==> config.mk <==
export PLATFORM = sky130hd
export DESIGN_NAME = multi_timer_deadline_bank
export DESIGN_NICKNAME = d
export VERILOG_FILES = /design/src/design/mtdb_pkg.sv /design/src/design/multi_timer_deadline_bank.sv /design/src/design/mtdb_ctrl.sv /design/src/design/mtdb_datapath.sv
export SDC_FILE = /design/constraint.sdc
export NUM_CORES = 1
export LEC_CHECK = 0
export BUFFER_PORTS_ARGS = -buffer_cell sky130_fd_sc_hd__buf_2
export CAP_MARGIN = 10
export CORE_UTILIZATION = 57
export CTS_CLUSTER_SIZE = 24
export DETAILED_ROUTE_END_ITERATION = 10
export GPL_TIMING_DRIVEN = 0
export PLACE_DENSITY_LB_ADDON = 0.2
export SETUP_SLACK_MARGIN = 0.02
export SLEW_MARGIN = 15
export SYNTH_ARGS = -nofsm -noshare
export SYNTH_HDL_FRONTEND = slang
export SYNTH_SLANG_ARGS = --single-unit
==> constraint.sdc <==
create_clock -name clk -period 8.16 [get_ports clk]
set_input_delay 0.408 -clock clk [delete_from_list [all_inputs] [get_ports clk]]
set_output_delay 0.408 -clock clk [all_outputs]
set_load 0.01 [all_outputs]
==> src/design/mtdb_pkg.sv <==
`timescale 1ns / 1ps
package mtdb_pkg;

	localparam int NUM_TIMERS_DEF = 16;
	localparam int ADDR_TIMERS    = 16;
	localparam logic [4:0] NONE_ID = 5'd16;

	typedef enum logic [2:0] {
		ACT_TICK  = 3'd0,
		ACT_REL   = 3'd1,
		ACT_ABS   = 3'd2,
		ACT_STOP  = 3'd3,
		ACT_QUERY = 3'd4
	} action_t;

	typedef enum logic [1:0] {
		KIND_EXPIRY = 2'd0,
		KIND_ACK    = 2'd1,
		KIND_QUERY  = 2'd2
	} kind_t;

	typedef enum logic [1:0] {
		ST_IDLE,
		ST_EXEC,
		ST_SCAN,
		ST_EMIT
	} state_t;

	typedef struct packed {
		logic capture;
		logic exec;
		logic scan;
		logic emit;
	} cmd_t;

	typedef struct packed {
		logic scan_last;
		logic pending;
		logic out_free;
	} status_t;

	function automatic logic [31:0] sat_add(input logic [31:0] a, input logic [31:0] b);
		logic [32:0] s;
		s = {1'b0, a} + {1'b0, b};
		return s[32] ? 32'hFFFF_FFFF : s[31:0];
	endfunction

endpackage

==> src/design/multi_timer_deadline_bank.sv <==
`timescale 1ns / 1ps
// Bank of one-shot/periodic timers on a seconds clock. Each request (tick, start
// relative, start absolute, stop, query) is taken one at a time: it is captured,
// then applied, then one pass through the timer entries (at most 16) handles expiry
// on a tick and finds the earliest deadline, then the results are delivered one at
// a time, each held while out_stall is high.
// Timers are addressed 0..15; min(NUM_TIMERS,16) entries are built.
module multi_timer_deadline_bank import mtdb_pkg::*; #(
	parameter int NUM_TIMERS = NUM_TIMERS_DEF
) (
	input  logic        clk,
	input  logic        arst_n,
	input  logic        in_valid,
	output logic        in_stall,
	input  logic [2:0]  action,
	input  logic [3:0]  timer_id,
	input  logic [15:0] seconds,
	input  logic        one_shot,
	input  logic [31:0] deadline,
	output logic        out_valid,
	input  logic        out_stall,
	output logic [1:0]  kind,
	output logic [3:0]  fired_id,
	output logic [31:0] fire_time,
	output logic        is_active,
	output logic        accepted,
	output logic [4:0]  earliest_id,
	output logic        last
);

	localparam int BANK = (NUM_TIMERS < ADDR_TIMERS) ? NUM_TIMERS : ADDR_TIMERS;

	cmd_t    cmd;
	status_t st;

	mtdb_ctrl u_ctrl (
		.clk      (clk),
		.arst_n   (arst_n),
		.in_valid (in_valid),
		.in_stall (in_stall),
		.st       (st),
		.cmd      (cmd)
	);

	mtdb_datapath #(.BANK(BANK)) u_dp (
		.clk         (clk),
		.arst_n      (arst_n),
		.cmd         (cmd),
		.st          (st),
		.action      (action),
		.timer_id    (timer_id),
		.seconds     (seconds),
		.one_shot    (one_shot),
		.deadline    (deadline),
		.out_valid   (out_valid),
		.out_stall   (out_stall),
		.kind        (kind),
		.fired_id    (fired_id),
		.fire_time   (fire_time),
		.is_active   (is_active),
		.accepted    (accepted),
		.earliest_id (earliest_id),
		.last        (last)
	);

endmodule

==> src/design/mtdb_ctrl.sv <==
`timescale 1ns / 1ps
module mtdb_ctrl import mtdb_pkg::*; (
	input  logic    clk,
	input  logic    arst_n,
	input  logic    in_valid,
	output logic    in_stall,
	input  status_t st,
	output cmd_t    cmd
);

	state_t state_q, state_d;

	always_ff @(posedge clk or negedge arst_n) begin
		if (!arst_n) begin
			state_q <= ST_IDLE;
		end else begin
			state_q <= state_d;
		end
	end

	always_comb begin
		state_d  = state_q;
		cmd      = '0;
		in_stall = 1'b1;
		case (state_q)
			ST_IDLE: begin
				in_stall = 1'b0;
				if (in_valid) begin
					cmd.capture = 1'b1;
					state_d     = ST_EXEC;
				end
			end
			ST_EXEC: begin
				cmd.exec = 1'b1;
				state_d  = ST_SCAN;
			end
			ST_SCAN: begin
				cmd.scan = 1'b1;
				if (st.scan_last) state_d = ST_EMIT;
			end
			ST_EMIT: begin
				if (!st.pending) begin
					state_d = ST_IDLE;
				end else if (st.out_free) begin
					cmd.emit = 1'b1;
				end
			end
			default: state_d = ST_IDLE;
		endcase
	end

endmodule

==> src/design/mtdb_datapath.sv <==
`timescale 1ns / 1ps
module mtdb_datapath import mtdb_pkg::*; #(
	parameter int BANK = NUM_TIMERS_DEF
) (
	input  logic        clk,
	input  logic        arst_n,
	input  cmd_t        cmd,
	output status_t     st,
	input  logic [2:0]  action,
	input  logic [3:0]  timer_id,
	input  logic [15:0] seconds,
	input  logic        one_shot,
	input  logic [31:0] deadline,
	output logic        out_valid,
	input  logic        out_stall,
	output logic [1:0]  kind,
	output logic [3:0]  fired_id,
	output logic [31:0] fire_time,
	output logic        is_active,
	output logic        accepted,
	output logic [4:0]  earliest_id,
	output logic        last
);

	localparam int IW = (BANK > 1) ? $clog2(BANK) : 1;
	localparam logic [IW-1:0] LAST_IDX = IW'(BANK - 1);

	logic [31:0] now_q;
	logic [BANK-1:0] act_q;
	logic [31:0] dl_q [BANK];
	logic [15:0] per_q [BANK];
	logic        single_q [BANK];
	logic [4:0]  earliest_q;

	logic [2:0]  action_q;
	logic [3:0]  id_q;
	logic [15:0] secs_q;
	logic        shot_q;
	logic [31:0] dlin_q;

	logic [IW-1:0] idx_q;
	logic          best_none_q;
	logic [IW-1:0] best_q;
	logic [31:0]   best_dl_q;
	logic [BANK-1:0] fired_q, fired_act_q;
	logic        cmd_pend_q;
	logic [1:0]  cmd_kind_q;
	logic        cmd_act_q, cmd_acc_q;

	logic        out_valid_q, last_q, is_active_q, accepted_q;
	logic [1:0]  kind_q;
	logic [3:0]  fired_id_q;
	logic [31:0] fire_time_q;
	logic [4:0]  earliest_id_q;

	logic          id_ok;
	logic [IW-1:0] id_ix;
	logic          is_tick;
	logic          fire, new_act;
	logic [31:0]   new_dl;
	logic          take_best;
	logic [IW-1:0] low_ix;
	logic [BANK-1:0] low_oh;

	assign id_ok   = {1'b0, id_q} < 5'(BANK);
	assign id_ix   = id_q[IW-1:0];
	assign is_tick = action_q == ACT_TICK;

	// per-entry update during the scan pass
	always_comb begin
		fire      = is_tick && act_q[idx_q] && (dl_q[idx_q] <= now_q);
		new_act   = fire ? !single_q[idx_q] : act_q[idx_q];
		new_dl    = (fire && !single_q[idx_q]) ?
			sat_add(dl_q[idx_q], {16'd0, per_q[idx_q]}) : dl_q[idx_q];
		take_best = new_act && (best_none_q || (new_dl < best_dl_q));
	end

	always_comb begin
		low_ix = '0;
		low_oh = '0;
		for (int i = BANK - 1; i >= 0; i--) begin
			if (fired_q[i]) begin
				low_ix = IW'(i);
			end
		end
		low_oh[low_ix] = fired_q[low_ix];
	end

	assign st.scan_last = idx_q == LAST_IDX;
	assign st.pending   = cmd_pend_q || (|fired_q);
	assign st.out_free  = !out_valid_q || !out_stall;

	always_ff @(posedge clk or negedge arst_n) begin
		if (!arst_n) begin
			now_q       <= '0;
			act_q       <= '0;
			earliest_q  <= NONE_ID;
			fired_q     <= '0;
			cmd_pend_q  <= 1'b0;
			out_valid_q <= 1'b0;
			idx_q       <= '0;
		end else begin
			if (cmd.capture) begin
				action_q <= action;
				id_q     <= timer_id;
				secs_q   <= seconds;
				shot_q   <= one_shot;
				dlin_q   <= deadline;
			end
			if (cmd.exec) begin
				idx_q       <= '0;
				best_none_q <= 1'b1;
				fired_q     <= '0;
				cmd_pend_q  <= 1'b0;
				case (action_q)
					ACT_TICK: now_q <= now_q + 32'd1;
					ACT_REL: begin
						cmd_pend_q <= 1'b1;
						cmd_kind_q <= KIND_ACK;
						cmd_act_q  <= id_ok;
						cmd_acc_q  <= id_ok;
						if (id_ok) begin
							dl_q[id_ix]     <= sat_add(now_q, {16'd0, secs_q});
							per_q[id_ix]    <= secs_q;
							single_q[id_ix] <= shot_q;
							act_q[id_ix]    <= 1'b1;
						end
					end
					ACT_ABS: begin
						cmd_pend_q <= 1'b1;
						cmd_kind_q <= KIND_ACK;
						cmd_acc_q  <= id_ok && (dlin_q > now_q);
						cmd_act_q  <= id_ok && ((dlin_q > now_q) || act_q[id_ix]);
						if (id_ok && (dlin_q > now_q)) begin
							dl_q[id_ix]     <= dlin_q;
							per_q[id_ix]    <= '0;
							single_q[id_ix] <= 1'b1;
							act_q[id_ix]    <= 1'b1;
						end
					end
					ACT_STOP: begin
						cmd_pend_q <= 1'b1;
						cmd_kind_q <= KIND_ACK;
						cmd_act_q  <= 1'b0;
						cmd_acc_q  <= id_ok;
						if (id_ok) act_q[id_ix] <= 1'b0;
					end
					ACT_QUERY: begin
						cmd_pend_q <= 1'b1;
						cmd_kind_q <= KIND_QUERY;
						cmd_act_q  <= id_ok && act_q[id_ix];
						cmd_acc_q  <= id_ok;
					end
					default: ;
				endcase
			end
			if (cmd.scan) begin
				act_q[idx_q]       <= new_act;
				dl_q[idx_q]        <= new_dl;
				fired_q[idx_q]     <= fire;
				fired_act_q[idx_q] <= new_act;
				if (take_best) begin
					best_none_q <= 1'b0;
					best_q      <= idx_q;
					best_dl_q   <= new_dl;
				end
				if (idx_q == LAST_IDX) begin
					idx_q <= '0;
					if (take_best) earliest_q <= 5'(idx_q);
					else if (best_none_q) earliest_q <= NONE_ID;
					else earliest_q <= 5'(best_q);
				end else begin
					idx_q <= idx_q + 1'b1;
				end
			end
			if (cmd.emit) begin
				out_valid_q   <= 1'b1;
				fire_time_q   <= now_q;
				earliest_id_q <= earliest_q;
				if (cmd_pend_q) begin
					cmd_pend_q  <= 1'b0;
					kind_q      <= cmd_kind_q;
					fired_id_q  <= id_q;
					is_active_q <= cmd_act_q;
					accepted_q  <= cmd_acc_q;
					last_q      <= 1'b1;
				end else begin
					fired_q     <= fired_q & ~low_oh;
					kind_q      <= KIND_EXPIRY;
					fired_id_q  <= 4'(low_ix);
					is_active_q <= fired_act_q[low_ix];
					accepted_q  <= 1'b1;
					last_q      <= (fired_q & ~low_oh) == '0;
				end
			end else if (!out_stall) begin
				out_valid_q <= 1'b0;
			end
		end
	end

	assign out_valid   = out_valid_q;
	assign kind        = kind_q;
	assign fired_id    = fired_id_q;
	assign fire_time   = fire_time_q;
	assign is_active   = is_active_q;
	assign accepted    = accepted_q;
	assign earliest_id = earliest_id_q;
	assign last        = last_q;

endmodule

* Word level (Yosys, flattened, before mapping) *
Memories as Yosys holds them, arrays and structs flattened.
Index checks and enable logic that the tools add are counted.

operators by class
  eq/ne operators = 12
  add/subtract/negate cells = 4
  order comparisons = 9
  reduce and logical (&&, ||, !) cells = 39
  muxes and demuxes = 91
  bitwise logic cells = 9

operators by type and width
  cell                                                                                 count
  32-bit 2-to-1 mux                                                                    5
  16-bit 2-to-1 mux                                                                    8
  4-bit 2-to-1 mux                                                                     21
  32-bit by 16-bit adder with 33-bit output                                            2
  16-bit AND                                                                           3
  16-bit bitwise mux                                                                   3
  16-bit one-hot mux with 3 select lines                                               1
  1-bit 2-to-1 mux                                                                     37
  32-bit by 1-bit adder with 32-bit output, second input constant                      1
  32-bit greater-than comparator                                                       1
  32-bit <= comparator                                                                 1
  32-bit < comparator                                                                  1
  16-bit inverter                                                                      2
  32-bit OR reduction                                                                  1
  1-bit binary-select mux with 4-bit select                                            4
  16-bit zero test                                                                     1
  16-bit bitwise OR                                                                    1
  16-bit OR reduction                                                                  1
  4-bit by 5-bit < comparator with 1-bit output, second input constant                 3
  3-bit AND reduction                                                                  5
  1-bit demux with 4-bit select                                                        3
  4-bit by 1-bit greater-or-equal comparator with 1-bit output, second input constant  3
  1-bit logical AND                                                                    10
  5-bit 2-to-1 mux                                                                     2
  24 further kinds                                                                     44

word-level totals
  output and inout port bits = 48
  memories = 3
  word-level logic and storage cells = 194
  register bits after elaboration = 236
  input port bits = 60
  RAM bits = 784

memories
  name           words  bits a word  rd ports  clocked after memory_dff  wr ports  line                 source
  u_dp.dl_q      16     32           1         0                         1         mtdb_datapath.sv:30  logic [31:0] dl_q [BANK];
  u_dp.per_q     16     16           1         0                         1         mtdb_datapath.sv:31  logic [15:0] per_q [BANK];
  u_dp.single_q  16     1            1         0                         1         mtdb_datapath.sv:32  logic single_q [BANK];

* Longest topological paths before layout *
Gate-level depths: netlist of run 1.

  depth after elaboration = 25
  gate-level depth with buffers = 30
  mapped depth without buffers = 26

* Modules after synthesis *
From an unflattened synthesis of run 1, not the netlist that was laid out.

second synthesis, totals
  cells, all modules = 3,459
  area, all modules = 50,632.3 um^2

by module, submodules not included
  module         cells an instance  sequential area each (um^2)  area an instance (um^2)  times used
  mtdb_datapath  3,441              30,195.2                     50,447.1                 1
  mtdb_ctrl      18                 50.0                         185.2                    1

* Worst setup path before layout of run 1 *
No wires, ideal clock.

  path type = reg-to-reg
  start = register u_dp.idx_q[0]
  end = register u_dp.best_dl_q[0] (enable)
  buffers on the path = 7
  library setup time = 429 ps
  data required time = 7,731 ps
  period minus slack after synthesis = 8,388 ps
  arrival = 7,959 ps
  setup slack = -228 ps
  cell stages (with the launch flop) = 30
  cell sequence = dfrtp_1 -> buf_6 -> buf_6 -> buf_6 -> buf_2 -> buf_4 -> buf_2 -> buf_2 -> mux4_2 -> mux4_2 -> ha_1 -> fa_1 -> a211oi_1 -> o21ai_0 -> nand3_1 -> a21oi_1 -> a211o_1 -> nand3_4 -> or3_1 -> xnor2_1 -> o21bai_1 -> ha_1 -> a41o_1 -> a21oi_1 -> o32ai_1 -> nor4_1 -> and2_1 -> o21a_1 -> nand2_1 -> nor2_1

on the way
  word-level cells in the longest chain between the ends = 10
  elaborated cells on any way between the ends = 18
  those cells by class = add/sub: 1; order compare: 2; mux: 5; reduce/logical: 7; memory: 3

RTL lines
  item                                                                               line                  source
  start, declared                                                                    mtdb_datapath.sv:41   logic [IW-1:0] idx_q;
  start signal, assigned                                                             mtdb_datapath.sv:173  idx_q <= idx_q + 1'b1;
  branches (longest 5 deep; another with 32-bit by 16-bit adder with 33-bit output)  -
  32-bit 2-to-1 mux *                                                                mtdb_datapath.sv:73   new_dl = (fire && !single_q[idx_q]) ?
  via u_dp.new_dl[26]                                                                mtdb_datapath.sv:60   logic [31:0] new_dl;
  32-bit < comparator *                                                              mtdb_datapath.sv:75   take_best = new_act && (best_none_q || (new_dl < best_dl_q));
  1-bit logical OR *                                                                 mtdb_datapath.sv:75
  1-bit logical AND *                                                                mtdb_datapath.sv:75
  3-bit AND reduction (no source line) *                                             -
  end signal, assigned                                                               mtdb_datapath.sv:165  best_dl_q <= new_dl;
  end, declared                                                                      mtdb_datapath.sv:44   logic [31:0] best_dl_q;

Mark *: on every way through the listed nets, which the timed path passes. The select of a mux whose other input is x is not followed.
A chain may end at the register's enable or synchronous reset.

* Worst setup path after layout of run 1 *
  start = register u_dp.idx_q[1]
  end = register u_dp.best_dl_q[10] (enable)

Same word-level chain as after synthesis.

==> results of run 1 <==
-- flip-flops by register name, summed over array words and instances (netlist names), 4 cells and up --
signal / flops
u_dp.earliest_q: 5
u_dp.earliest_id: 5
u_dp.fired_id: 4
u_dp.fire_time: 32
u_dp.fired_q: 16
u_dp.idx_q: 4
u_dp.now_q: 32
u_dp.dl_q: 512
u_dp.dlin_q: 32
u_dp.secs_q: 16
u_dp.per_q: 256
u_dp.act_q: 16
u_dp.id_ix: 4
u_dp.fired_act_q: 16
u_dp.single_q: 16
u_dp.best_dl_q: 32
u_dp.best_q: 4
-- worst max path at each step --
stage | start | end | slack (ns) | cells after the start
after floorplan | u_dp.idx_q[0] | u_dp.best_dl_q[0] | 0.36 | 29
after global placement | u_dp.idx_q[1] | u_dp.best_dl_q[4] | -2.55 | 29
after detailed placement | u_dp.idx_q[1] | u_dp.best_dl_q[5] | -1.75 | 30
after CTS | u_dp.idx_q[0] | u_dp.best_dl_q[8] | 0.02 | 31
after global routing | u_dp.idx_q[0] | u_dp.best_dl_q[8] | 0.008 | 32
final | u_dp.idx_q[1] | u_dp.best_dl_q[10] | 0.15 | 34
-- layout make-up --
type / instances / area (sq um) / area share (%)
flip-flops and latches: 1020 / 30200 / 57.7
multi-input cells: 1540 / 14400 / 27.5
clock buffers: 127 / 2690 / 5.13
repair buffers: 218 / 2120 / 4.04
well taps: 1040 / 1300 / 2.48
plain buffers: 125 / 813 / 1.55
clock inverters: 58 / 472 / 0.900
inverters: 101 / 379 / 0.724
-- power breakdown --
part / total, W / switching (W) / internal (W)
logic: 0.00406 / 0.00245 / 0.00160
clock network: 0.00447 / 0.00198 / 0.00249
registers: 0.00634 / 0.000130 / 0.00621
total: 0.0149 / 0.00456 / 0.0103
-- per-layer routing --
| layer | routed length [microns] | global-route usage, % | vias up | share of wire [%] |
|---|---|---|---|---|
| met2 | 59100 | 49.0 | 1554 | 46 |
| met4 | 4140 | 10.3 | 0 | 3.2 |
| met1 | 53500 | 47.3 | 14493 | 42 |
| met3 | 10800 | 4.52 | 223 | 8.5 |
| met5 | 0 | 0 | - | 0 |
| li1 | - | - | 11798 | - |
-- cells in the final DEF (no fill, tap or decap), drive strengths merged, types with 11 or more instances in the layout --
| master | instances |
|---|---|
| a211oi | 14 |
| a21o | 16 |
| a21oi | 81 |
| a22oi | 38 |
| a31oi | 31 |
| and2 | 40 |
| and3 | 15 |
| buf | 212 |
| clkbuf | 197 |
| clkinv | 47 |
| dfrtp | 76 |
| dlygate4sd3 | 58 |
| edfxtp | 943 |
| ha | 137 |
| inv | 103 |
| mux4 | 236 |
| nand2 | 136 |
| nand2b | 14 |
| nand3 | 71 |
| nand4 | 36 |
| nor2 | 185 |
| nor2b | 20 |
| nor3 | 43 |
| nor4 | 14 |
| o211ai | 11 |
| o21a | 17 |
| o21ai | 141 |
| o221ai | 11 |
| o22ai | 23 |
| o2bb2ai | 25 |
| xnor2 | 62 |
-- cells in the mapped netlist (6+ instances only) --
cell type    n
a211oi_1    14
o21a_1      17
xnor2_1     62
o2bb2ai_1   25
and2_1      39
o211ai_1    11
o21bai_1     6
inv_1      100
o221ai_1    11
edfxtp_1   943
nor2b_1     20
buf_2       30
nand4_1     35
buf_6        8
nand3_1     65
nand2_1    136
nor4_1      13
ha_1       137
a21oi_1     80
o21ai_0    139
clkbuf_1    72
mux4_2     230
dfrtp_1     76
nor2_1     185
nand2b_1    14
xor2_1       9
and3_1      15
and4_1       6
or3_1        9
a21o_1      16
a31oi_1     28
mux2_2       7
nor3_1      43
mux4_1       6
a311oi_1     6
a22oi_1     37
buf_1        9
o22ai_1     23
-- cells by family (layout without fill, tap and decap cells) --
family          after synthesis  after routing
xor+xnor                     71             71
buf+inv                     226            629
flops                      1020           1020
simple gates                606            606
compound gates              475            475
fa+ha+maj                   140            140
mux                         248            248
-- repair_timing --
item / 4_1_cts / 5_1_grt
pin swaps: 6 / 6
buffers inserted: 9 / 7
cloned: 0 / 2
setup endpoints to repair: 57 / 41
resized for setup: 67 / 51
hold endpoints to repair: 83 / 0
hold buffers: 58 / 0
-- per-stage QoR --
stage	util (%)	hold WS [ns]
floorplan	-	0.112
global placement	60.3	0.436
detailed placement	61.7	0.380
CTS	66.8	0.228
global route	67.2	0.271
finish	67.2	0.235
==> flow_summary.yaml, run 1 <==
finish:
  area_growth_pct: 16.0
  n_antenna_cell: 0
  layout.nets: 3306
  fillers: 5207
  instances_no_fill: 4229
  drive_gt1_share_pct: 22.0
  fin_area_sq_um: 52400
min_path:
  hold_path.class: "input port to asynchronous set/reset pin"
setup_path:
  start_kind: "flip-flop"
  crit_path_top_delay_cell: "mux4_2"
  worstSetupEndpointType: "flip-flop"
  path_buf_inv: 13
  critPathTopFamily: "buffers and inverters"
  timing.rr.end: "u_dp.best_dl_q[10]"
  path_class: "flip-flop to flip-flop"
  rr_worst_depth: 34
  path_common_cell: "buf_4"
  r2r_setup_slack_ns: 0.15
  rr_startpoint: "u_dp.idx_q[1]"
  path_max_fanout: 15
  slowest_delay_ns: 0.54
  crit_arrival_ns: 8.44
  required_ns: 8.59
placement:
  io_buffers: 107
  dp_hpwl_mm: 87.6
  pre_cts_slack_ns: -1.75
  globalplace.congestion: 0.978
  placed_cell_area_sq_um: 48100
  place_inst: 3967
clock_network:
  cts_tree: "built"
  cts_buffers: 101
  clock_latency_ns: 0.69
  cts_buffer_depth: 3
  htree_num_levels: 3
  cts_root_buffer: "clkbuf_16"
  cts_sinks: 1020
  path_clk_slew_ns: 0.06
synthesis:
  yosys-mux-area-fraction_pct: 12.1
  yosysUniqueCellTypes: 90
  synth-xor-area-share_pct: 1.38
  netlist_area_sq_um: 45200
  ys.flop_type: "edfxtp_1"
  synthTopCellsByArea: "edfxtp_1 63%, mux4_2 11%, dfrtp_1 4.2%, ha_1 3.8%, o21ai_0 1.5%"
  syn-num-nets: 2985
  synth_top_area_share_pct: 62.7
  synth_simple_gate_area_share_pct: 6.55
  ys_seq_area_share_pct: 66.9
  synth-async-reset-ratio_pct: 7.55
  yosysWarnings: 0
  yosys.area_share.adder_pct: 3.90
  synth-edff-count: 943
  synth_area_leader_cell: "edfxtp_1"
  avgSynthCellArea_sq_um: 16.2
  synth_compound_area_share_pct: 6.91
  syn-instance-count: 2786
  ys_ff_latch: 1020
  synth_top_family_by_area: "multiplexers"
detailed_routing:
  num_vias: 28068
  wl_per_cell_microns: 30.2
  drt_iter0_markers: 3464
  routed_wl_mm: 128
  drt-vias-per-instance: 6.64
  post-route-drc-count: 1
  antenna_left: 0
  drt_first_pass_iters: 9
floorplanning:
  fp.dieH_microns: 284
  fp-row-count: 102
  die-width_microns: 284
  core_sq_um: 78000
  ios: 108
  die-area_sq_um: 80400
  initial_utilization_pct: 57.9
sta:
  relSlewSlack_pct: 15.4
  worst_slack_ns: 0.153
  max_freq_mhz: 125
  setup-tns-final_ns: 0
  skew_ns: 0.0539
  rsz0062_at_grt: "false"
  maxSlewViolCount: 0
  tightest_slew_ns: 1.26
  period_share_pct: 98.1
  finalCriticalPeriod_ns: 8.01
  setup_violations: 0
  hold_viol: 0
status:
  violations: "design-rule violations"
  status: "finished, violations left"
pwr:
  powerDensity_nw_per_um2: 284
  power_w: 0.0149
  power_leakage_nw: 17.5
  peakVddDrop_mv: 0.202
grt:
  grt_usage_pct: 31.8
  grt_pass1_vias: 27371
  antenna_found_initial: 1
  grt-ovfl-total: 0
  grt_max_degree: 56
  grt_pass1_wl_mm: 185
job:
  cap_viol_max_count: 0
(Power assumes the default switching activity.)
==> run 2, diff against run 1 <==
==> constraint.sdc (replaced) <==
create_clock -name clk -period 6.5 [get_ports clk]
set_input_delay 0.325 -clock clk [delete_from_list [all_inputs] [get_ports clk]]
set_output_delay 0.325 -clock clk [all_outputs]
set_load 0.01 [all_outputs]
==> flow_summary.yaml, run 2 (synthesis gave the netlist of run 1 again) <==
grt:
  grt_max_degree: 50
  antenna_found_initial: 0
  grt_usage_pct: 33.2
  grt_pass1_vias: 28278
  grt_pass1_wl_mm: 192
  grt-ovfl-total: 0
min_path:
  hold_path.class: "input port to asynchronous set/reset pin"
setup_path:
  path_max_fanout: 10
  start_kind: "flip-flop"
  worstSetupEndpointType: "flip-flop"
  path_class: "flip-flop to flip-flop"
  crit_arrival_ns: 7.35
  required_ns: 6.90
clock_network:
  htree_num_levels: 3
  cts_tree: "built"
  cts_root_buffer: "clkbuf_16"
  clock_latency_ns: 0.70
  cts_sinks: 1020
  cts_buffer_depth: 3
  cts_buffers: 100
  path_clk_slew_ns: 0.06
floorplanning:
  initial_utilization_pct: 57.9
  ios: 108
  die-area_sq_um: 80400
  die-width_microns: 284
  fp.dieH_microns: 284
  core_sq_um: 78000
  fp-row-count: 102
finish:
  final_cell_mix: "943 x edfxtp_1, 230 x mux4_2, 146 x nor2_1"
  drive_gt1_share_pct: 26.7
  layout.nets: 3406
  n_antenna_cell: 0
  top_register: "u_dp.dl_q"
  final_util_pct: 69.6
  area_growth_pct: 20.2
  largest_register_ffs: 512
  top_regs: "u_dp.dl_q: 512 flops, u_dp.per_q: 256 flops"
  instances_no_fill: 4324
  final_common_cell: "edfxtp_1"
detailed_routing:
  antenna_left: 0
  routed_wl_mm: 134
  drt_first_pass_iters: 6
  num_vias: 28993
  post-route-drc-count: 0
  wl_per_cell_microns: 30.9
  drt-vias-per-instance: 6.71
  drt_iter0_markers: 3783
sta:
  worst_slack_ns: -0.454
  tightest_slew_ns: 1.31
  skew_ns: 0.0483
  maxSlewViolCount: 0
  rsz0062_at_grt: "true"
  max_freq_mhz: 144
  hold_viol: 0
  finalCriticalPeriod_ns: 6.95
  period_share_pct: 107
  relSlewSlack_pct: 12.1
  setup_violations: 41
  setup-tns-final_ns: -17.21
placement:
  dp_hpwl_mm: 87.8
  io_buffers: 107
  globalplace.congestion: 0.972
  pre_cts_slack_ns: -2.98
  place_inst: 3972
status:
  status: "finished, violations left"
  violations: "negative setup slack"
job:
  cap_viol_max_count: 0
pwr:
  peakVddDrop_mv: 0.246
  power_leakage_nw: 18.3
  powerDensity_nw_per_um2: 364
run 2: metrics by stage:
step,area (sq um),total power (W),hold slack (ns)
floorplan,45400,0.0113,0.0294
global placement,47200,0.0127,0.438
detailed placement,48400,0.0129,0.335
CTS,53800,0.0194,0.197
global route,54300,0.0204,0.244
finish,54300,0.0198,0.199
run 2: routing by layer:
metal | vias to the layer above | share of wire (%) | GRT usage (%)
met1 | 14897 | 40 | 48.2
met5 | - | 0 | 0
met2 | 1802 | 46 | 51.1
met4 | 0 | 3.9 | 12.1
met3 | 305 | 10 | 5.73
li1 | 11989 | - | -
run 2: layout make-up:
cell class	count	area (sq um)
tap	1040	1300
sequential	1020	30200
clock buffer	120	2620
buffer	122	1010
multi-input combinational	1542	15100
clock inverter	59	607
fill	5007	23700
inverter	101	379
timing repair buffer	320	3060
run 2: timing repair:
item,CTS,global route
gates resized for setup,181,53
hold endpoints to repair,89,0
setup buffers,93,20
pin swaps,31,10
endpoints found under the setup margin,489,121
hold buffers,58,0
cloned,3,2
run 2: power breakdown:
group	internal (W)	total (W)	switching (W)
clock	0.00324	0.00576	0.00252
sequential	0.00780	0.00796	0.000165
combinational	0.00261	0.00605	0.00344
total	0.0136	0.0198	0.00613
run 2: path summary, 6_finish.rpt:
check / depth (start not counted) / slack (ns) / from / to
max: 24 / -0.45 / u_dp.idx_q[2] / u_dp.best_dl_q[26]
min: 2 / 0.20 / arst_n / u_dp.fired_q[7]
max reg2reg: 24 / -0.45 / u_dp.idx_q[2] / u_dp.best_dl_q[26]
min reg2reg: 0 / 0.45 / u_dp.earliest_q[1] / u_dp.earliest_id[1]
max in group asynchronous: 3 / 5.62 / arst_n / u_dp.now_q[13]
min in group clk: 4 / 0.21 / in_valid / u_ctrl.state_q[1]
run 2: worst max-delay path: stages (launching register included):
cell and delay (ns):
dfrtp_1 0.35, buf_2 0.29, clkbuf_2 0.54, buf_1 0.74, mux4_2 0.50, ha_4 0.33, and4_4 0.25, and3_4 0.19
nand3_4 0.08, a21oi_2 0.16, a211o_4 0.16, nand3_4 0.16, nor3_1 0.34, mux2i_2 0.38, ha_1 0.31, nand4_1 0.18
nor2_1 0.08, nand2_2 0.16, nor2_4 0.06, nor4_4 0.38, and2_4 0.27, o21a_4 0.16, nand2_4 0.09, nor2_4 0.28
clkbuf_16 0.21
